$ cat src/rtl/core/lsc_pkg.sv
// Shared types and constants for the layered LRU slot cache.
// No dependencies; every other source file but lsc_ram refers to this package by scoped name.
package lsc_pkg;

   // result status codes
   localparam logic [1:0] STATUS_HIT    = 2'd0;
   localparam logic [1:0] STATUS_PAGEIN = 2'd1;
   localparam logic [1:0] STATUS_REJECT = 2'd2;

   // configuration register indexes (byte address = 4 * index)
   localparam logic [1:0] REG_NUM_LAYERS   = 2'd0;
   localparam logic [1:0] REG_NUM_EXPERTS  = 2'd1;
   localparam logic [1:0] REG_SLOTS_IN_USE = 2'd2;
   localparam logic [1:0] REG_EXPERT_ELEMS = 2'd3;

   localparam int CSR_AW = 4;
   localparam int CSR_DW = 32;

   localparam int LAYER_W  = 6;
   localparam int EXPERT_W = 9;
   localparam int STATUS_W = 2;
   localparam int SLOT_W   = 4;
   localparam int COUNT_W  = 32;
   localparam int STAMP_W  = 48;
   localparam int BYTES_W  = 48;

   localparam logic [6:0]  RST_NUM_LAYERS   = 7'd64;
   localparam logic [9:0]  RST_NUM_EXPERTS  = 10'd512;
   localparam logic [4:0]  RST_SLOTS_IN_USE = 5'd16;
   localparam logic [30:0] RST_EXPERT_ELEMS = 31'd0;

   typedef struct packed {
      logic [6:0]  num_layers;
      logic [9:0]  num_experts;
      logic [4:0]  slots_in_use;
      logic [30:0] expert_elems;
   } cfg_type;

   // one slot of a layer row
   typedef struct packed {
      logic                valid;
      logic [EXPERT_W-1:0] tag;
      logic [STAMP_W-1:0]  stamp;
   } entry_type;

   // controller -> datapath
   typedef struct packed {
      logic accept;
      logic read;
      logic load;
      logic reduce;
      logic commit;
   } cmd_type;

   // datapath -> controller
   typedef struct packed {
      logic req_bad;
      logic out_free;
   } stat_type;

endpackage

$ cat src/rtl/core/lsc_ctrl.sv
// Sequencer of the slot cache: accept, row read, load, min-tree levels, commit.
// Depends on lsc_pkg (cmd_type, stat_type).
module lsc_ctrl #(
   parameter int MAX_SLOTS = 16
) (
   input  logic               clock,
   input  logic               reset,
   input  logic               req_valid,
   output logic               req_ready,
   input  lsc_pkg::stat_type  stat,
   output lsc_pkg::cmd_type   cmd
);
   localparam int LEVELS = (MAX_SLOTS > 1) ? $clog2(MAX_SLOTS) : 0;
   localparam int LVW    = (LEVELS > 1) ? $clog2(LEVELS) : 1;

   localparam logic [2:0] ST_IDLE   = 3'd0;
   localparam logic [2:0] ST_READ   = 3'd1;
   localparam logic [2:0] ST_LOAD   = 3'd2;
   localparam logic [2:0] ST_REDUCE = 3'd3;
   localparam logic [2:0] ST_COMMIT = 3'd4;

   logic [2:0]     state_ff, state_in;
   logic [LVW-1:0] lvl_ff, lvl_in;

   always_comb begin
      state_in  = state_ff;
      lvl_in    = lvl_ff;
      cmd       = '0;
      req_ready = 1'b0;
      case (state_ff)
         ST_IDLE: begin
            req_ready = 1'b1;
            if (req_valid) begin
               cmd.accept = 1'b1;
               state_in   = stat.req_bad ? ST_COMMIT : ST_READ;
            end
         end
         ST_READ: begin
            cmd.read = 1'b1;
            state_in = ST_LOAD;
         end
         ST_LOAD: begin
            cmd.load = 1'b1;
            lvl_in   = '0;
            state_in = (LEVELS == 0) ? ST_COMMIT : ST_REDUCE;
         end
         ST_REDUCE: begin
            cmd.reduce = 1'b1;
            lvl_in     = lvl_ff + 1'b1;
            if (lvl_ff == LVW'(LEVELS - 1)) begin
               state_in = ST_COMMIT;
            end
         end
         ST_COMMIT: begin
            // wait for the output register to free up
            if (stat.out_free) begin
               cmd.commit = 1'b1;
               state_in   = ST_IDLE;
            end
         end
         default: state_in = ST_IDLE;
      endcase
   end

   always_ff @(posedge clock) begin
      if (reset) begin
         state_ff <= ST_IDLE;
         lvl_ff   <= '0;
      end else begin
         state_ff <= state_in;
         lvl_ff   <= lvl_in;
      end
   end
endmodule

$ cat config.mk
export PLATFORM = sky130hd
export DESIGN_NAME = lsc_ctrl
export DESIGN_NICKNAME = d
export VERILOG_FILES = /design/src/rtl/core/lsc_pkg.sv /design/src/rtl/core/lsc_ctrl.sv
export SDC_FILE = /design/constraint.sdc
export NUM_CORES = 1
export LEC_CHECK = 0
export ABC_AREA = 1
export BUFFER_PORTS_ARGS = -buffer_cell sky130_fd_sc_hd__buf_4
export CAP_MARGIN = 20
export CORE_AREA = 2 2 39 41
export CTS_CLUSTER_SIZE = 40
export DETAILED_ROUTE_END_ITERATION = 8
export DIE_AREA = 0 0 41 43
export HOLD_SLACK_MARGIN = 0.06
export SLEW_MARGIN = 20
export SYNTH_ARGS = -nofsm -noshare
export SYNTH_HDL_FRONTEND = slang
export SYNTH_SLANG_ARGS = --single-unit
$ cat constraint.sdc
create_clock -name clock -period 2.4 [get_ports clock]
set_input_delay 0.36 -clock clock [delete_from_list [all_inputs] [get_ports clock]]
set_output_delay 0.36 -clock clock [all_outputs]
set_load 0.005 [all_outputs]
==> flow_summary_export.csv, run 1 <==
group,metric,value,unit
finish,fin_nets,66,
setup_path,worstPathRequired,2.04,ns
finish,stdcell_count,75,
power,power_density,1110,nW/um2
timing,period_minus_slack,1.476,ns
timing,setup_slack,0.9239,ns
timing,worst_pin_slew,0.2235,ns
drt,drt_pass1_iterations,4,
power,ir_drop,0.4181,mV
global_route,grt_usage,0.08560,
hold_path,hold_class,"in2reg",
drt,wirelength,643,um
clock_network,post_cts_resized,0,
clock_network,cts.sinks,5,
place,dpl.cell_count,71,
synthesis,syn_avg_cell_area,6.840,um2
place,place_ws,1.188,ns
global_route,grt_pass1_wl,993,um
place,port_buffers,10,
finish,diodes,0,
floorplanning,rows,14,
setup_path,reg2reg_slack,1.38,ns
drt,wl_per_cell,8.573,um
setup_path,cp.arrival,1.12,ns
clock_network,insertion_delay,0.24,ns
hold_path,holdCritStartpoint,"reset",
floorplanning,fp.dieW,41,um
synthesis,syn-num-nets,51,
clock_network,cts.root.buffer_cell,"clkbuf_4",
global_route,grt.overflow.total,0,
setup_path,crit_path_max_fanout,4,
finish,areaGrowthSynthToFinish,39.43,%
timing,max_freq,677.4,MHz
clock_network,clock_path_buffers,2,
floorplanning,dieArea,1763,um2
timing,fin_tns_setup,0,ns
setup_path,path_class,"reg2out",
synthesis,synth_area_leaders,"dfxtp_1 33%, inv_1 12%, nand3_1 9.8%",
timing,setup_viol,0,
global_route,antenna_found_initial,0,
drt,vias,321,
drt,via_per_inst,4.280,
synthesis,synth_top_area_cell,"dfxtp_1",
setup_path,cp-start-kind,"flop",
finish,layout-drive-gt1-share,0.3390,
timing,finalMaxSlewViolations,0,
floorplanning,dieHeight,43,um
drt,drc,0,
drt,drtAntennaViolNets,0,
outcome,status,"finished clean",
synthesis,synth_top_area_frac,0.3252,
clock_network,clk_pin_slew,0.04,ns
setup_path,cp-end-kind,"primary output",
synthesis,yosysWarnings,0,
floorplanning,core,1384,um2
setup_path,reg2regPathDepth,5,
floorplanning,io_pins,11,
timing,period_share,0.6151,
synthesis,netlist_instances,45,
finish,most-common-layout-cells,"10 x inv_1, 10 x buf_4, 6 x nand3_1, 6 x nor2_1, 5 x dfxtp_1",
synthesis,netlist_area,307.8,um2
floorplanning,initial_core_util,0.2224,
place,hpwl,484.6,um
place,place_congestion,0.7669,
clock_network,cts_tree,"built",
setup_path,worstReg2RegStart,"state_ff[2]",
global_route,grt_max_degree,6,
timing,relSlewSlack,0.8496,
clock_network,post_cts_buffers,0,
timing,rsz0062_at_grt,"no",
timing,hold_viol_final,0,
clock_network,numCtsBuffers,3,
power,p_leak,0.2293,nW
hold_path,min_to,"lvl_ff[1]",
drt,drt-initial-drc-count,10,
synthesis,ys_seq_elements,5,
clock_network,h-tree-depth,1,
global_route,first_global_vias,268,
synthesis,ys_seq_area_frac,0.3252,
timing,whs,0.2944,ns
flow_run,cap_violations,0,
setup_path,r2r_end,"state_ff[0]",
finish,fillCellCount,158,
hold_path,whs_path_depth,2,
synthesis,synth_cell_types,18,
clock_network,hold_buffers,0,
timing,skew,0.002196,ns
==> sequential cells by signal (all words and copies together), names as in the netlist <==
name      count
lvl_ff        2
state_ff      3
==> power by group <==
part | internal, W | switching [W]
logic | 0.000111 | 0.000129
registers | 0.000108 | 0.0000338
clock network | 0.0000627 | 0.0000319
==> worst max-delay path, stage by stage (launching register included) <==
cell and delay (ns):
dfxtp_1 0.42, inv_1 0.08, nor4_1 0.23, buf_4 0.15
==> worst max-delay path by stage <==
stage	start	to	slack, ns	depth (start not counted)
6_report	state_ff[2]	cmd[0]	0.92	3
3_3_place_gp	state_ff[2]	cmd[0]	1.19	3
3_5_place_dp	state_ff[2]	cmd[0]	1.19	3
5_1_grt	state_ff[2]	cmd[0]	0.81	3
4_1_cts	state_ff[2]	cmd[0]	0.92	3
2_1_floorplan	state_ff[2]	cmd[0]	1.30	2
==> cell families after synthesis <==
family | Yosys count | synth area share
buffers and inverters | 11 | 0.1341
AO/OA/AOI/OAI | 6 | 0.1138
AND/OR/NAND/NOR | 22 | 0.3862
adder cells (fa/ha/maj) | 1 | 0.04064
flip-flops | 5 | 0.3252
==> layout make-up <==
type,instances,area [um2],area share
Inverter,11,41.29,0.09621
Tap cell,16,20.02,0.04665
Clock buffer,4,26.28,0.06122
Timing Repair Buffer,10,75.07,0.1749
Sequential cell,5,100.1,0.2332
Multi-Input combinational cell,29,166.4,0.3878
==> through the flow <==
step / instance area, um2 / utilization / power, W
final: 429.2 / 0.3101 / 0.0004765
after global placement: 402.9 / 0.2911 / 0.0003807
after CTS: 429.2 / 0.3101 / 0.0004838
after detailed placement: 402.9 / 0.2911 / 0.0003832
after floorplan: 307.8 / - / 0.0002884
after global routing: 429.2 / 0.3101 / 0.0005227
==> cells in the mapped netlist <==
master	instances
a21oi_1	2
nor2_2	1
dfxtp_1	5
nand2_2	1
o21ai_0	1
nor2_1	6
ha_1	1
nand3_2	1
nor2_4	1
o21ai_1	1
inv_1	10
nand3_1	6
inv_2	1
o21ai_2	1
a31oi_1	1
nand2_1	4
nand2_4	1
nor4_1	1
==> layer usage <==
layer	global-route usage	vias to the layer above	wire, um
li1	-	169	-
met1	0.1071	140	310
met2	0.1156	12	286
met3	0.06283	0	45
met4	0.02000	0	0
met5	0	-	0
No activity file was read; power rests on OpenSTA's default activity.
==> run 2: changes to the inputs <==
- ABC_AREA: 1 -> 0
- clock period: 2.4 -> 1.42 ns (I/O delays scaled with it)
==> run 2 against run 1 <==
  * Total power rose by 94%
  * Register-to-register slack got worse by 1.1 ns
  * Utilization rose by 3.3 points
  * Final cell count fell by 8.0%
  * Synthesized cell count fell by 11%
  * Final area rose by 10%
  * Global-route usage rose by 3.0 points
  * Critical path type unchanged
  * Largest power group unchanged
==> flow_summary_export.csv, run 2 <==
group,metric,value,unit
power,ir_drop,0.6068,mV
finish,largest_reg_flops,3,
finish,top_regs,"state_ff: 3 flops, lvl_ff: 2 flops",
place,place_area,424.2,um2
power,p_leak,0.2081,nW
synthesis,synth_top_area_frac,0.2817,
timing,relSlewSlack,0.8221,
hold_path,whs_path_depth,2,
drt,vias,335,
drt,drtAntennaViolNets,0,
power,switching_share,0.3689,
power,internal_power,0.0005848,W
global_route,grt.overflow.total,0,
synthesis,synth_edf_count,0,
outcome,status,"finished clean",
synthesis,yosysWarnings,0,
power,power_density,1954,nW/um2
clock_network,cts_tree,"built",
place,port_buffers,10,
global_route,antenna_found_initial,0,
synthesis,ys_seq_elements,5,
setup_path,path_class,"reg2out",
global_route,grt_usage,0.1156,
timing,worst_pin_slew,0.2663,ns
timing,setup_slack,0.04235,ns
synthesis,netlist_area,355.3,um2
timing,hold_viol_final,0,
flow_run,cap_violations,0,
floorplanning,core,1384,um2
timing,setup_viol,0,
global_route,first_global_vias,304,
floorplanning,rows,14,
timing,period_minus_slack,1.378,ns
setup_path,cp-start-kind,"flop",
timing,rsz0062_at_grt,"yes",
clock_network,cts.sinks,5,
synthesis,syn-num-nets,46,
clock_network,h-tree-depth,1,
synthesis,synth_area_leaders,"dfxtp_1 28%, a31oi_1 5.3%, a21oi_1 4.2%",
clock_network,cts.root.buffer_cell,"clkbuf_4",
synthesis,synthArstFlopShare,0,
finish,final_util,0.3427,
setup_path,worstPathRequired,1.21,ns
synthesis,synth-main-ff-cell,"dfxtp_1",
synthesis,netlist_instances,40,
drt,via_per_inst,4.855,
drt,drt-initial-drc-count,4,
floorplanning,dieHeight,43,um
clock_network,clock_path_buffers,2,
floorplanning,fp.dieW,41,um
finish,diodes,0,
hold_path,hold_class,"in2reg",
finish,final_common_cell,"buf_4",
synthesis,yosysMostFrequentCell,"dfxtp_1",
finish,fillCellCount,151,
drt,drc,0,
clock_network,insertion_delay,0.24,ns
drt,wirelength,787,um
finish,layout-drive-gt1-share,0.4717,
global_route,grt_pass1_wl,1304,um
synthesis,synth_cell_types,26,
setup_path,cp.arrival,1.16,ns
synthesis,ys_top_cells_by_count,"5 x dfxtp_1, 3 x a21oi_1, 3 x a31oi_1, 3 x nor2_1",
power,power_frac_clock,0.179,
drt,wl_per_cell,11.41,um
finish,areaGrowthSynthToFinish,33.45,%
setup_path,reg2regPathDepth,3,
place,place_congestion,0.7117,
timing,max_freq,725.9,MHz
finish,most-common-layout-cells,"12 x buf_4, 3 x nor2_1, 3 x a21oi_1, 3 x a31oi_1, 3 x clkbuf_4",
floorplanning,dieArea,1763,um2
floorplanning,initial_core_util,0.2568,
global_route,grt_max_degree,15,
synthesis,synth_top_area_cell,"dfxtp_1",
synthesis,ys_seq_area_frac,0.2817,
power,p_sw,0.0003418,W
floorplanning,io_pins,11,
finish,fin_nets,60,
place,hpwl,547.5,um
finish,fin_area,474.2,um2
setup_path,cp-end-kind,"primary output",
finish,final-seq-area,108.9,um2
power,p_total,0.0009266,W
synthesis,syn_avg_cell_area,8.884,um2
power,seqPwrFrac,0.313,
power,comb_power_share,0.508,
setup_path,crit_path_max_fanout,12,
timing,finalMaxSlewViolations,0,
clock_network,numCtsBuffers,3,
timing,period_share,0.9702,
drt,drt_pass1_iterations,2,
timing,skew,0.006628,ns
finish,largest_register,"state_ff",
finish,multi_input_area,225.2,um2
clock_network,clk_pin_slew,0.05,ns
place,place_ws,0.1643,ns
## run 2: cell count changes in the layout (fill, tap and decap cells not counted), sizes merged, moves of 2 or more
cell / delta
or3b: +2
and2: +2
nand2b: +2
inv: -10
nand3: -7
nand2: -4
nor2: -4
buf: +2
o21ai: -3
nor3: +2
a31oi: +2
and4bb: +2
## run 2: layer usage
layer	wire length, um	global-route usage	up-vias
met5	0	0	-
met4	0	0.04000	0
met3	82	0.09424	0
met2	355	0.1469	13
met1	349	0.1419	147
li1	-	-	175
## run 2: power by group through the flow
stage / Combinational (W) / Clock (W) / Sequential, W
after floorplan: 0.000381 / 0 / 0.000207
after global placement: 0.000411 / 0 / 0.000286
after detailed placement: 0.000414 / 0 / 0.000285
after CTS: 0.000418 / 0.000177 / 0.000299
after global routing: 0.000533 / 0.000189 / 0.000302
final: 0.000471 / 0.000166 / 0.000290
## run 2: cell type report
type / instances / area share
multi-input combinational: 31 / 0.4749
sequential: 5 / 0.2296
timing repair buffer: 12 / 0.1900
clock buffer: 4 / 0.05541
tap: 16 / 0.04222
inverter: 1 / 0.007916
## run 2: path summary, 6_finish.rpt
kind | from | to | slack [ns]
worst max-delay path | state_ff[2] | cmd[3] | 0.04
worst min-delay path | reset | state_ff[2] | 0.16
worst max register to register | state_ff[2] | state_ff[2] | 0.25
worst min register to register | lvl_ff[1] | lvl_ff[1] | 0.45
## run 2: cells by family after synthesis
kind of cell	share of synthesized area
AOI/OAI and AO/OA	0.1620
buffers and inverters	0.08448
DFF	0.2817
adders and majority gates	0.03521
and+or+nand+nor	0.4367
## run 2: worst max-delay path, cell delays in order (launching register included)
cell     delay, ns
dfxtp_4       0.37
or3b_4        0.40
inv_1         0.06
buf_4         0.10
## run 2: repair_timing
action | in CTS | in global routing
pin swaps | 0 | 0
gates resized for setup | 4 | 1
endpoints found under the hold margin | 0 | 0
setup buffers | 0 | 2
hold buffers | 0 | 0
setup endpoints to repair | 3 | 3
## run 2: metrics by stage
stage                TNS, ns  hold slack [ns]  instances
global placement           0           0.4197         63
floorplan                  0           0.2819         40
finish                     0           0.1585         69
CTS                        0           0.1511         67
global route        -0.01893           0.1460         69
detailed placement         0           0.4186         63
