<file path="src/rtl/core/lsc_pkg.sv">
// Shared types and constants for the layered LRU slot cache.
// No dependencies; every other source file but lsc_ram refers to this package by scoped name.
package lsc_pkg;

   // result status codes
   localparam logic [1:0] STATUS_HIT    = 2'd0;
   localparam logic [1:0] STATUS_PAGEIN = 2'd1;
   localparam logic [1:0] STATUS_REJECT = 2'd2;

   // configuration register indexes (byte address = 4 * index)
   localparam logic [1:0] REG_NUM_LAYERS   = 2'd0;
   localparam logic [1:0] REG_NUM_EXPERTS  = 2'd1;
   localparam logic [1:0] REG_SLOTS_IN_USE = 2'd2;
   localparam logic [1:0] REG_EXPERT_ELEMS = 2'd3;

   localparam int CSR_AW = 4;
   localparam int CSR_DW = 32;

   localparam int LAYER_W  = 6;
   localparam int EXPERT_W = 9;
   localparam int STATUS_W = 2;
   localparam int SLOT_W   = 4;
   localparam int COUNT_W  = 32;
   localparam int STAMP_W  = 48;
   localparam int BYTES_W  = 48;

   localparam logic [6:0]  RST_NUM_LAYERS   = 7'd64;
   localparam logic [9:0]  RST_NUM_EXPERTS  = 10'd512;
   localparam logic [4:0]  RST_SLOTS_IN_USE = 5'd16;
   localparam logic [30:0] RST_EXPERT_ELEMS = 31'd0;

   typedef struct packed {
      logic [6:0]  num_layers;
      logic [9:0]  num_experts;
      logic [4:0]  slots_in_use;
      logic [30:0] expert_elems;
   } cfg_type;

   // one slot of a layer row
   typedef struct packed {
      logic                valid;
      logic [EXPERT_W-1:0] tag;
      logic [STAMP_W-1:0]  stamp;
   } entry_type;

   // controller -> datapath
   typedef struct packed {
      logic accept;
      logic read;
      logic load;
      logic reduce;
      logic commit;
   } cmd_type;

   // datapath -> controller
   typedef struct packed {
      logic req_bad;
      logic out_free;
   } stat_type;

endpackage

</file>
<file path="src/rtl/core/lsc_csr.sv">
// APB-style configuration registers of the slot cache.
// Depends on lsc_pkg (register indexes, reset values, cfg_type).
module lsc_csr (
   input  logic                        clock,
   input  logic                        reset,
   input  logic                        psel,
   input  logic                        penable,
   input  logic                        pwrite,
   input  logic [lsc_pkg::CSR_AW-1:0]  paddr,
   input  logic [lsc_pkg::CSR_DW-1:0]  pwdata,
   output logic [lsc_pkg::CSR_DW-1:0]  prdata,
   output logic                        pready,
   output lsc_pkg::cfg_type            cfg
);
   lsc_pkg::cfg_type cfg_ff, cfg_in;
   logic             wr_en;
   logic [1:0]       reg_idx;

   assign pready  = 1'b1;
   assign wr_en   = psel & penable & pwrite;
   assign reg_idx = paddr[3:2];

   always_comb begin
      cfg_in = cfg_ff;
      if (wr_en) begin
         case (reg_idx)
            lsc_pkg::REG_NUM_LAYERS:   cfg_in.num_layers   = pwdata[6:0];
            lsc_pkg::REG_NUM_EXPERTS:  cfg_in.num_experts  = pwdata[9:0];
            lsc_pkg::REG_SLOTS_IN_USE: cfg_in.slots_in_use = pwdata[4:0];
            lsc_pkg::REG_EXPERT_ELEMS: cfg_in.expert_elems = pwdata[30:0];
            default: ;
         endcase
      end
   end

   always_ff @(posedge clock) begin
      if (reset) begin
         cfg_ff.num_layers   <= lsc_pkg::RST_NUM_LAYERS;
         cfg_ff.num_experts  <= lsc_pkg::RST_NUM_EXPERTS;
         cfg_ff.slots_in_use <= lsc_pkg::RST_SLOTS_IN_USE;
         cfg_ff.expert_elems <= lsc_pkg::RST_EXPERT_ELEMS;
      end else begin
         cfg_ff <= cfg_in;
      end
   end

   always_comb begin
      case (reg_idx)
         lsc_pkg::REG_NUM_LAYERS:   prdata = {25'd0, cfg_ff.num_layers};
         lsc_pkg::REG_NUM_EXPERTS:  prdata = {22'd0, cfg_ff.num_experts};
         lsc_pkg::REG_SLOTS_IN_USE: prdata = {27'd0, cfg_ff.slots_in_use};
         lsc_pkg::REG_EXPERT_ELEMS: prdata = {1'b0, cfg_ff.expert_elems};
         default:                   prdata = '0;
      endcase
   end

   assign cfg = cfg_ff;
endmodule

</file>
<file path="config.mk">
export PLATFORM = sky130hd
export DESIGN_NAME = lsc_csr
export DESIGN_NICKNAME = d
export VERILOG_FILES = /design/src/rtl/core/lsc_pkg.sv /design/src/rtl/core/lsc_csr.sv
export SDC_FILE = /design/constraint.sdc
export NUM_CORES = 1
export LEC_CHECK = 0
export ABC_AREA = 1
export BUFFER_PORTS_ARGS = -buffer_cell sky130_fd_sc_hd__buf_2
export CAP_MARGIN = 20
export CORE_MARGIN = 2
export CORE_UTILIZATION = 30
export DETAILED_ROUTE_END_ITERATION = 8
export PLACE_DENSITY_LB_ADDON = 0.1
export SETUP_SLACK_MARGIN = 0.2
export SLEW_MARGIN = 20
export SYNTH_ARGS = -nofsm -noshare
export SYNTH_HDL_FRONTEND = slang
export SYNTH_SLANG_ARGS = --single-unit
</file>
<file path="constraint.sdc">
create_clock -name clock -period 1.1 [get_ports clock]
set_clock_uncertainty 0.2 [all_clocks]
set_input_delay 0.165 -clock clock [delete_from_list [all_inputs] [get_ports clock]]
set_output_delay 0.165 -clock clock [all_outputs]
set_load 0.02 [all_outputs]
</file>
==> results of run 1 <==
synthesized netlist by cell type, drive strengths merged:
library cell / number / area, µm²
conb: 2 / 7.51
nor2: 129 / 507
nand3: 56 / 280
nand2: 84 / 323
buf: 21 / 136
nand4: 5 / 31.3
o21ai: 3 / 15.0
dfxtp: 53 / 1060
inv: 57 / 214
clkbuf: 2 / 7.51
a22o: 3 / 26.3
critical path: stages, from the launching register on:
cell and delay [ps]:
sky130_fd_sc_hd__dfxtp_4 380, sky130_fd_sc_hd__nand2_2 50, sky130_fd_sc_hd__nand4_1 110, sky130_fd_sc_hd__buf_4 190
area by class of cell:
| class | instances | area share |
|---|---|---|
| tap | 108 | 0.0232 |
| sequential | 53 | 0.204 |
| timing repair buffer | 204 | 0.407 |
| clock buffer | 8 | 0.0198 |
| multi-input combinational | 282 | 0.303 |
| inverter | 57 | 0.0419 |
per-layer routing:
metal	wire (µm)	vias up
met3	607	16
met1	4260	1521
li1	-	1636
met2	5070	111
met5	0	-
met4	195	0
kinds of logic (layout without fill, tap and decap cells):
kind of cell / Yosys count / in the layout / synth area share
and+or+nand+nor: 274 / 274 / 0.437
DFF: 53 / 53 / 0.407
other: 2 / 2 / 0.00288
AOI/OAI and AO/OA: 6 / 6 / 0.0158
buffers and inverters: 80 / 269 / 0.137
report_power, final:
| group | total (mW) | switching, mW | internal, mW |
|---|---|---|---|
| clock | 1.34 | 0.665 | 0.677 |
| combinational | 1.12 | 0.556 | 0.566 |
| sequential | 1.97 | 0.0493 | 1.92 |
metrics by stage:
step           instance area (µm²)  cells  utilization  setup WS [ps]
3_3_place_gp                  3960    647        0.460           -354
5_1_grt                       5830    712        0.678           -341
6_report                      5830    712        0.678           -292
2_1_floorplan                 3150    415            -          -18.2
3_5_place_dp                  3960    647        0.460           -387
4_1_cts                       5390    692        0.628           -283
worst max path at each step:
| stage | depth (start not counted) | endpoint | slack [ps] | start |
|---|---|---|---|---|
| floorplan | 5 | prdata[0] | -20 | paddr[2] |
| global placement | 7 | prdata[2] | -350 | paddr[2] |
| detailed placement | 7 | cfg[15] | -390 | paddr[2] |
| CTS | 2 | prdata[9] | -280 | cfg[9] |
| global route | 3 | prdata[4] | -340 | cfg[35] |
| finish | 3 | prdata[4] | -290 | cfg[4] |
repair_timing:
action	CTS	global route
pin swaps	38	38
endpoints found under the setup margin	137	137
buffers inserted	28	18
gates cloned	9	2
resized for setup	285	75
endpoints found under the hold margin	24	8
==> flow_metrics.tcl, run 1 <==
set metrics [dict create \
    finalWorstSetupSlack_ps -292 \
    max_reg_flops 53 \
    dr.first_iter.drc_count 58 \
    violations "hold timing, setup timing" \
    fin_tns_setup_ps -11620 \
    first_global_vias 3188 \
    nNetsFinal 644 \
    clock_insertion_delay_worst_skew_ps 300 \
    routabilityCongestion 0.750 \
    ant_nets 0 \
    grt_pass1_wl_um 15900 \
    wl_per_cell_um 14.2 \
    synth_seq_area_share 0.407 \
    die_width_um 97.3 \
    placeableCoreArea_mm2 0.00859 \
    die_area_mm2 0.00946 \
    hold_end "cfg[52]" \
    die_h_um 97.3 \
    cts_max_level 2 \
    final.min_clock_period_ps 1390 \
    timing.hold.worst.start "pwdata[6]" \
    timing.setup.critical_path_class "reg2out" \
    met3_usage 0.0388 \
    clkTransAtPathRegs_ps 100 \
    place.port_buffers 121 \
    ios 127 \
    drt_drc_violations_left 0 \
    area_growth_pct 123 \
    r2r_slack_ps 90 \
    synth.yosys.warnings 0 \
    cp.required_ps 730 \
    final_hold_viol_count 22 \
    startpoint_type "register" \
    clock-root-buffer "sky130_fd_sc_hd__clkbuf_8" \
    antenna_cells 0 \
    std_cell_rows 34 \
    run_status "finished, violations left" \
    powerDensity_mw_per_mm2 761 \
    hold_class "in2reg" \
    vias 3284 \
    power_mw 4.43 \
    ys_seq_elements 53 \
    grt_antenna_before_repair 0 \
    worst_setup_ep_type "primary output" \
    setup_viol 84 \
    post-route-period-util 1.27 \
    max-cap-violations 0 \
    post_drt_via_cell_ratio 4.61 \
    syn_area_per_cell_um2 6.29 \
    wl_um 10100 \
    timing.fmax_ghz 0.719 \
    final_common_cell "sky130_fd_sc_hd__buf_6" \
    grt.busiest_layer "met2" \
    fraction_of_final_layout_cells_sized_beyond_drive_strength_1 0.657 \
    numCtsBuffers 5 \
    cts.path.max_buffers 2 \
    grt.overflow.total 0 \
    number_of_iterations_in_the_first_detailed_routing_pass 4 \
    vdd_ir_drop_max_mv 0.480 \
    grtUsageTotal 0.207 \
    timing.hold.ws_ps -116 \
    post_synth_num_cell_types 18 \
    postSynthNetCount 456 \
    detailedPlacementHpwl_um 5630 \
    use_met1 0.256 \
    total_leakage_power_nw 2.60 \
    cell_count_after_synthesis 415 \
    cp_data_arrival_time_ps 1030 \
    whs_path_depth 3 \
    multi_input_gate_area_in_the_final_layout_mm2 0.00177 \
    reg2reg_from "cfg[16]" \
    clock_tree_from_tritoncts "yes" \
    grt_met2_usage 0.370 \
    max_slew_violations 0 \
    grt_setup_unrepaired "yes" \
    fillers 708 \
    netlist_area_before_placement_mm2 0.00261 \
    sequential_cell_area_mm2 0.00119 \
    grt_start_max_net_pins 32 \
    start_util 0.304 \
    cp_max_fo 3 \
    r2r.worst_path.cells 4 \
    worstReg2RegEnd "cfg[16]" \
    layout_common_cells "sky130_fd_sc_hd__buf_6 (123), sky130_fd_sc_hd__nand2_1 (72), sky130_fd_sc_hd__nor2_1 (72), sky130_fd_sc_hd__nor2_4 (40)" \
    clock-sinks 53 \
]
Note: power is estimated with default switching activity, not from simulation.
==> run 2, diff against run 1 <==
--- a/config.mk
+++ b/config.mk
@@ -9,7 +9,7 @@
 export BUFFER_PORTS_ARGS = -buffer_cell sky130_fd_sc_hd__buf_2
 export CAP_MARGIN = 20
 export CORE_MARGIN = 2
-export CORE_UTILIZATION = 30
+export CORE_UTILIZATION = 42
 export DETAILED_ROUTE_END_ITERATION = 8
 export PLACE_DENSITY_LB_ADDON = 0.1
 export SETUP_SLACK_MARGIN = 0.2
==> run 2 against run 1 <==
Against the previous run:
- the flow now stops in global routing (5_1_grt)
- synthesized area stayed put
- synthesized cell count is the same
==> flow_metrics.tcl, run 2 <==
set metrics [dict create \
    syn_area_per_cell_um2 6.29 \
    synth_seq_area_share 0.407 \
    grt_start_max_net_pins 32 \
    clock-root-buffer "sky130_fd_sc_hd__clkbuf_8" \
    start_util 0.438 \
    error_message "[ERROR DPL-0038] Utilization greater than 100%, impossible to legalize" \
    grt-worst-endpoint "prdata[2]" \
    numCtsBuffers 5 \
    post_synth_top_area_share 0.407 \
    ys_seq_elements 53 \
    yosys.area_share.adder 0 \
    clock-sinks 53 \
    post-synth-top-count-cell "sky130_fd_sc_hd__nor2_1" \
    synth_compound_area_frac 0.0158 \
    cts.path.max_buffers 2 \
    netlist.top_cell.by_area "sky130_fd_sc_hd__dfxtp_1" \
    cts_max_level 2 \
    detailedPlacementHpwl_um 5620 \
    synth_top_family_by_area "simple AND/OR/NAND/NOR gates" \
    routabilityCongestion 0.802 \
    post_synth_xor_area_fraction 0 \
    failed_stage "global routing (5_1_grt)" \
    post_synth_num_cell_types 18 \
    synth_simple_gate_area_share 0.437 \
    netlist_area_before_placement_mm2 0.00261 \
    ios 127 \
    ys_top_cells_by_count "sky130_fd_sc_hd__nor2_1 (124), sky130_fd_sc_hd__nand2_1 (83), sky130_fd_sc_hd__nand3_1 (56), sky130_fd_sc_hd__inv_1 (55), sky130_fd_sc_hd__dfxtp_1 (53)" \
    place.port_buffers 121 \
    run_status "did not finish" \
    dominant_register_cell_in_the_synthesized_netlist "sky130_fd_sc_hd__dfxtp_1" \
    cell_count_after_synthesis 415 \
    number_of_flops_mapped_to_enable_cells_by_yosys 0 \
    async_reset_ff_frac 0 \
    worstEpCategory "output port" \
    place_worst_setup_slack_ps -348 \
    postSynthNetCount 456 \
    std_cell_rows 28 \
    synth.area.top_cells "sky130_fd_sc_hd__dfxtp_1 (41%), sky130_fd_sc_hd__nor2_1 (18%), sky130_fd_sc_hd__nand2_1 (12%)" \
    synth.yosys.warnings 0 \
    die_width_um 82.8 \
    synth_mux_area_frac 0 \
    die_h_um 82.8 \
]
==> run 2: cell counts after synthesis <==
Identical to the previous run, type by type.
==> run 2: logic make-up after synthesis <==
family,count (synthesis)
and+or+nand+nor,274
buffers and inverters,80
DFF,53
AOI/OAI and AO/OA,6
other,2
==> run 2: metrics by stage <==
stage               area, µm²  setup TNS (ps)  std cells   util
CTS                      5370          -10110        666  0.902
detailed placement       4010          -23230        625  0.673
global placement         4010          -21130        625  0.673
floorplan                3150           -90.8        415      -
==> run 2: timing repair <==
| item | 4_1_cts |
|---|---|
| endpoints found under the hold margin | 26 |
| resized for setup | 300 |
| setup endpoints to repair | 137 |
| setup buffers | 25 |
| pin swaps | 54 |
| cloned | 8 |
==> run 3, diff against run 2 <==
--- a/config.mk
+++ b/config.mk
@@ -9,10 +9,9 @@
 export BUFFER_PORTS_ARGS = -buffer_cell sky130_fd_sc_hd__buf_2
 export CAP_MARGIN = 20
 export CORE_MARGIN = 2
-export CORE_UTILIZATION = 42
+export CORE_UTILIZATION = 40
 export DETAILED_ROUTE_END_ITERATION = 8
-export PLACE_DENSITY_LB_ADDON = 0.1
-export SETUP_SLACK_MARGIN = 0.2
+export PLACE_DENSITY_LB_ADDON = 0.15
 export SLEW_MARGIN = 20
 export SYNTH_ARGS = -nofsm -noshare
 export SYNTH_HDL_FRONTEND = slang
==> constraint.sdc (replaced) <==
create_clock -name clock -period 1.4 [get_ports clock]
set_clock_uncertainty 0.2 [all_clocks]
set_input_delay 0.21 -clock clock [delete_from_list [all_inputs] [get_ports clock]]
set_output_delay 0.21 -clock clock [all_outputs]
set_load 0.02 [all_outputs]
==> run 3 against run 2 <==
Against the previous run:
- the run now ends clean
==> flow_metrics.tcl, run 3 (synthesis results as in run 1) <==
set metrics [dict create \
    run_status "completed" \
    first_global_vias 2463 \
    detailedPlacementHpwl_um 5070 \
    hold_class "in2reg" \
    drt_drc_violations_left 0 \
    fillers 641 \
    worst_setup_ep_type "primary output" \
    timing.setup.critical_path_class "reg2out" \
    setup_viol 0 \
    post-route-period-util 0.986 \
    max_reg_flops 53 \
    post_drt_via_cell_ratio 4.61 \
    timing.fmax_ghz 0.724 \
    grtUsageTotal 0.192 \
    number_of_iterations_in_the_first_detailed_routing_pass 4 \
    routabilityCongestion 0.777 \
    grt_start_max_net_pins 54 \
    nNetsFinal 598 \
    powerDensity_mw_per_mm2 774 \
    final_common_cell "sky130_fd_sc_hd__nor2_1" \
    fin_tns_setup_ps 0 \
    die_width_um 84.8 \
    clock_insertion_delay_worst_skew_ps 290 \
    antenna_cells 0 \
    startpoint_type "register" \
    grt_pass1_wl_um 11300 \
    cp_data_arrival_time_ps 970 \
    total_leakage_power_nw 1.98 \
    max-cap-violations 0 \
    cp_slowest_stage_delay_ps 370 \
    start_util 0.413 \
    cts.path.max_buffers 2 \
    clock-root-buffer "sky130_fd_sc_hd__clkbuf_8" \
    area_growth_pct 46.5 \
    std_cell_rows 29 \
    clock_tree_from_tritoncts "yes" \
    grt.overflow.total 0 \
    dr.first_iter.drc_count 72 \
    layout_common_cells "sky130_fd_sc_hd__nor2_1 (121), sky130_fd_sc_hd__buf_2 (102), sky130_fd_sc_hd__nand2_1 (80), sky130_fd_sc_hd__nand3_1 (56), sky130_fd_sc_hd__inv_1 (50)" \
    ant_nets 0 \
    place.port_buffers 121 \
    power_mw 2.96 \
    final_hold_viol_count 0 \
    wl_per_cell_um 11.6 \
    timing.critical_path.cells "nand2_1, nand4_1, buf_4" \
    clock-sinks 53 \
    wl_um 7350 \
    cp.required_ps 990 \
    placeableCoreArea_mm2 0.00631 \
    ios 127 \
    final.min_clock_period_ps 1380 \
    clkTransAtPathRegs_ps 90 \
    cp_slowest_cell "sky130_fd_sc_hd__dfxtp_1" \
    die_area_mm2 0.00718 \
    vias 2924 \
    cts_max_level 2 \
    vdd_ir_drop_max_mv 0.463 \
    timing.hold.ws_ps 24.7 \
    numCtsBuffers 5 \
    cp_max_fo 3 \
    max_slew_violations 0 \
    die_h_um 84.8 \
    grt_antenna_before_repair 0 \
    fraction_of_final_layout_cells_sized_beyond_drive_strength_1 0.399 \
    grt_setup_unrepaired "yes" \
]
## run 3: area by class of cell
| type | count | area (µm²) | share of cell area |
|---|---|---|---|
| multi-input cells | 282 | 1220 | 0.319 |
| well taps | 77 | 96.3 | 0.0252 |
| inverters | 57 | 216 | 0.0566 |
| flip-flops and latches | 53 | 1110 | 0.291 |
| clock buffers | 7 | 86.3 | 0.0226 |
| repair buffers | 158 | 1090 | 0.285 |
## run 3: repair_timing
item                                    4_1_cts  5_1_grt
resized for setup                            21       64
setup buffers                                 3        3
hold buffers                                  3        0
hold endpoints to repair                      3        0
gates cloned                                  1        1
pin swaps                                     3       16
endpoints found under the setup margin       13       30
## run 3: routing by layer
metal	global-route usage	part of all wire	vias to the layer above
li1	-	-	1525
met1	0.260	0.45	1303
met2	0.316	0.48	94
met3	0.0413	0.069	2
met4	0.0462	0.0033	0
met5	0	0	-
## run 3: metrics by stage
stage	cells	utilization	instance area, µm²	setup WS [ps]
CTS	630	0.578	3650	0.924
finish	634	0.605	3820	19.2
detailed placement	616	0.548	3460	-50.3
global route	634	0.605	3820	-55.3
global placement	616	0.548	3460	-40.9
floorplan	415	-	2610	148
## run 3: worst max-delay path: cells and delay by family (launching register included)
kind	cells	cell delay, ps
buffers and inverters	1	140
DFF	1	370
and+or+nand+nor	2	170
## run 3: worst paths after layout
path | end | slack, ps | start | depth (start not counted)
worst min register to register | cfg[27] | 290 | cfg[27] | 2
worst max register to register | cfg[9] | 490 | cfg[9] | 3
worst min-delay path | cfg[10] | 20 | pwdata[10] | 5
worst max-delay path | prdata[4] | 20 | cfg[35] | 3
## run 3: where the power goes
| part | internal (mW) | switching [mW] | leakage (nW) | total (mW) |
|---|---|---|---|---|
| combinational | 0.231 | 0.305 | 1.49 | 0.536 |
| sequential | 1.54 | 0.0250 | 0.449 | 1.57 |
| clock | 0.393 | 0.461 | 0.0443 | 0.854 |
| total | 2.17 | 0.790 | 1.98 | 2.96 |
==> run 4, diff against run 3 <==
--- a/config.mk
+++ b/config.mk
@@ -8,7 +8,6 @@
 export ABC_AREA = 1
 export BUFFER_PORTS_ARGS = -buffer_cell sky130_fd_sc_hd__buf_2
 export CAP_MARGIN = 20
-export CORE_MARGIN = 2
 export CORE_UTILIZATION = 40
 export DETAILED_ROUTE_END_ITERATION = 8
 export PLACE_DENSITY_LB_ADDON = 0.15
==> run 4 against run 3 <==
Against the previous run:
- sequential power is essentially flat
- count of clock-buffer cells in the layout shrank 2
- largest power group unchanged
- final cell count grew 0.79%
- global-route usage grew 0.70 points
- via count grew 0.65%
==> flow_metrics.tcl, run 4 (synthesis results as in run 1) <==
set metrics [dict create \
    grtUsageTotal 0.199 \
    final_common_cell "sky130_fd_sc_hd__nor2_1" \
    cp.required_ps 990 \
    cp_data_arrival_time_ps 990 \
    layout_common_cells "sky130_fd_sc_hd__nor2_1 (116), sky130_fd_sc_hd__buf_2 (90), sky130_fd_sc_hd__nand2_1 (78), sky130_fd_sc_hd__nand3_1 (55), sky130_fd_sc_hd__inv_1 (48)" \
    clock_tree_from_tritoncts "yes" \
    grt_antenna_before_repair 0 \
    nNetsFinal 602 \
    clkTransAtPathRegs_ps 90 \
    vdd_ir_drop_max_mv 0.551 \
    cts.path.max_buffers 2 \
    wl_per_cell_um 11.3 \
    wl_um 7220 \
    die_width_um 82.8 \
    vias 2943 \
    final.min_clock_period_ps 1400 \
    post_drt_via_cell_ratio 4.61 \
    run_status "completed" \
    cts_max_level 2 \
    powerDensity_mw_per_mm2 838 \
    place.port_buffers 121 \
    timing.fmax_ghz 0.715 \
    max_reg_flops 53 \
    die_area_mm2 0.00685 \
    numCtsBuffers 5 \
    total_leakage_power_nw 2.04 \
    ant_nets 0 \
    fraction_of_final_layout_cells_sized_beyond_drive_strength_1 0.432 \
    start_util 0.413 \
    dr.first_iter.drc_count 81 \
    routabilityCongestion 0.836 \
    placeableCoreArea_mm2 0.00631 \
    post-route-period-util 0.999 \
    place_worst_setup_slack_ps -65.2 \
    clock-sinks 53 \
    die_h_um 82.8 \
    cp_slowest_stage_delay_ps 340 \
    ios 127 \
    grt_pass1_wl_um 10400 \
    timing.hold.ws_ps 12.9 \
    std_cell_rows 29 \
    worst_setup_ep_type "primary output" \
    clock_insertion_delay_worst_skew_ps 300 \
    drt_drc_violations_left 0 \
    clock-root-buffer "sky130_fd_sc_hd__clkbuf_8" \
    timing.critical_path.cells "a22o_1, buf_6" \
    antenna_cells 0 \
    first_global_vias 2273 \
    setup_viol 0 \
    grt.overflow.total 0 \
    cp_slowest_cell "sky130_fd_sc_hd__dfxtp_2" \
    hold_class "in2reg" \
    detailedPlacementHpwl_um 4870 \
    cp_max_fo 2 \
    timing.setup.critical_path_class "reg2out" \
    finalWorstSetupSlack_ps 1.55 \
    startpoint_type "register" \
    grt_start_max_net_pins 54 \
    fin_tns_setup_ps 0 \
    number_of_iterations_in_the_first_detailed_routing_pass 4 \
    area_growth_pct 51.5 \
    max-cap-violations 0 \
    grt_setup_unrepaired "yes" \
    max_slew_violations 0 \
    post-route-util 0.626 \
    final_hold_viol_count 0 \
]
-- run 4: final cells by class --
type / instances / area [µm²]
clock buffer: 5 / 68.8
clock inverter: 3 / 65.1
fill: 600 / 2360
inverter: 57 / 216
multi-input combinational: 282 / 1230
tap: 77 / 96.3
timing repair buffer: 162 / 1150
sequential: 53 / 1120
-- run 4: timing repair --
item | CTS | global route
endpoints found under the setup margin | 10 | 31
hold buffers | 3 | 0
pin swaps | 4 | 27
hold endpoints to repair | 3 | 0
resized for setup | 29 | 88
buffers inserted | 3 | 7
-- run 4: power breakdown --
group	switching, mW	internal (mW)	leakage (nW)
Sequential	0.0254	1.54	0.450
Clock	0.501	0.710	0.0681
Combinational	0.302	0.229	1.52
Total	0.829	2.48	2.04
-- run 4: final timing paths --
kind	slack, ps	start	cells past startpoint	to
setup / recovery	2	cfg[9]	2	prdata[9]
hold / removal	10	pwdata[11]	5	cfg[11]
setup reg to reg	460	cfg[8]	3	cfg[8]
hold reg to reg	300	cfg[16]	2	cfg[16]
-- run 4: stage by stage --
stage,instance area [µm²],cells,total power [mW]
detailed placement,3470,618,2.08
finish,3950,639,3.31
global route,3950,639,3.47
CTS,3730,632,3.33
floorplan,2610,415,1.88
global placement,3470,618,2.08
-- run 4: metal layers --
layer,routed length (µm),part of all wire,vias to the layer above,GRT usage
met2,3480,0.48,104,0.352
met5,0,0,-,0
met4,54,0.0075,0,0.0569
met3,463,0.064,4,0.0374
li1,-,-,1532,-
met1,3220,0.45,1303,0.245
-- run 4: worst max-delay path, delay by kind of cell (launching register included) --
family | cells | cell delay [ps]
compound gates | 1 | 220
buf+inv | 1 | 130
flops | 1 | 340
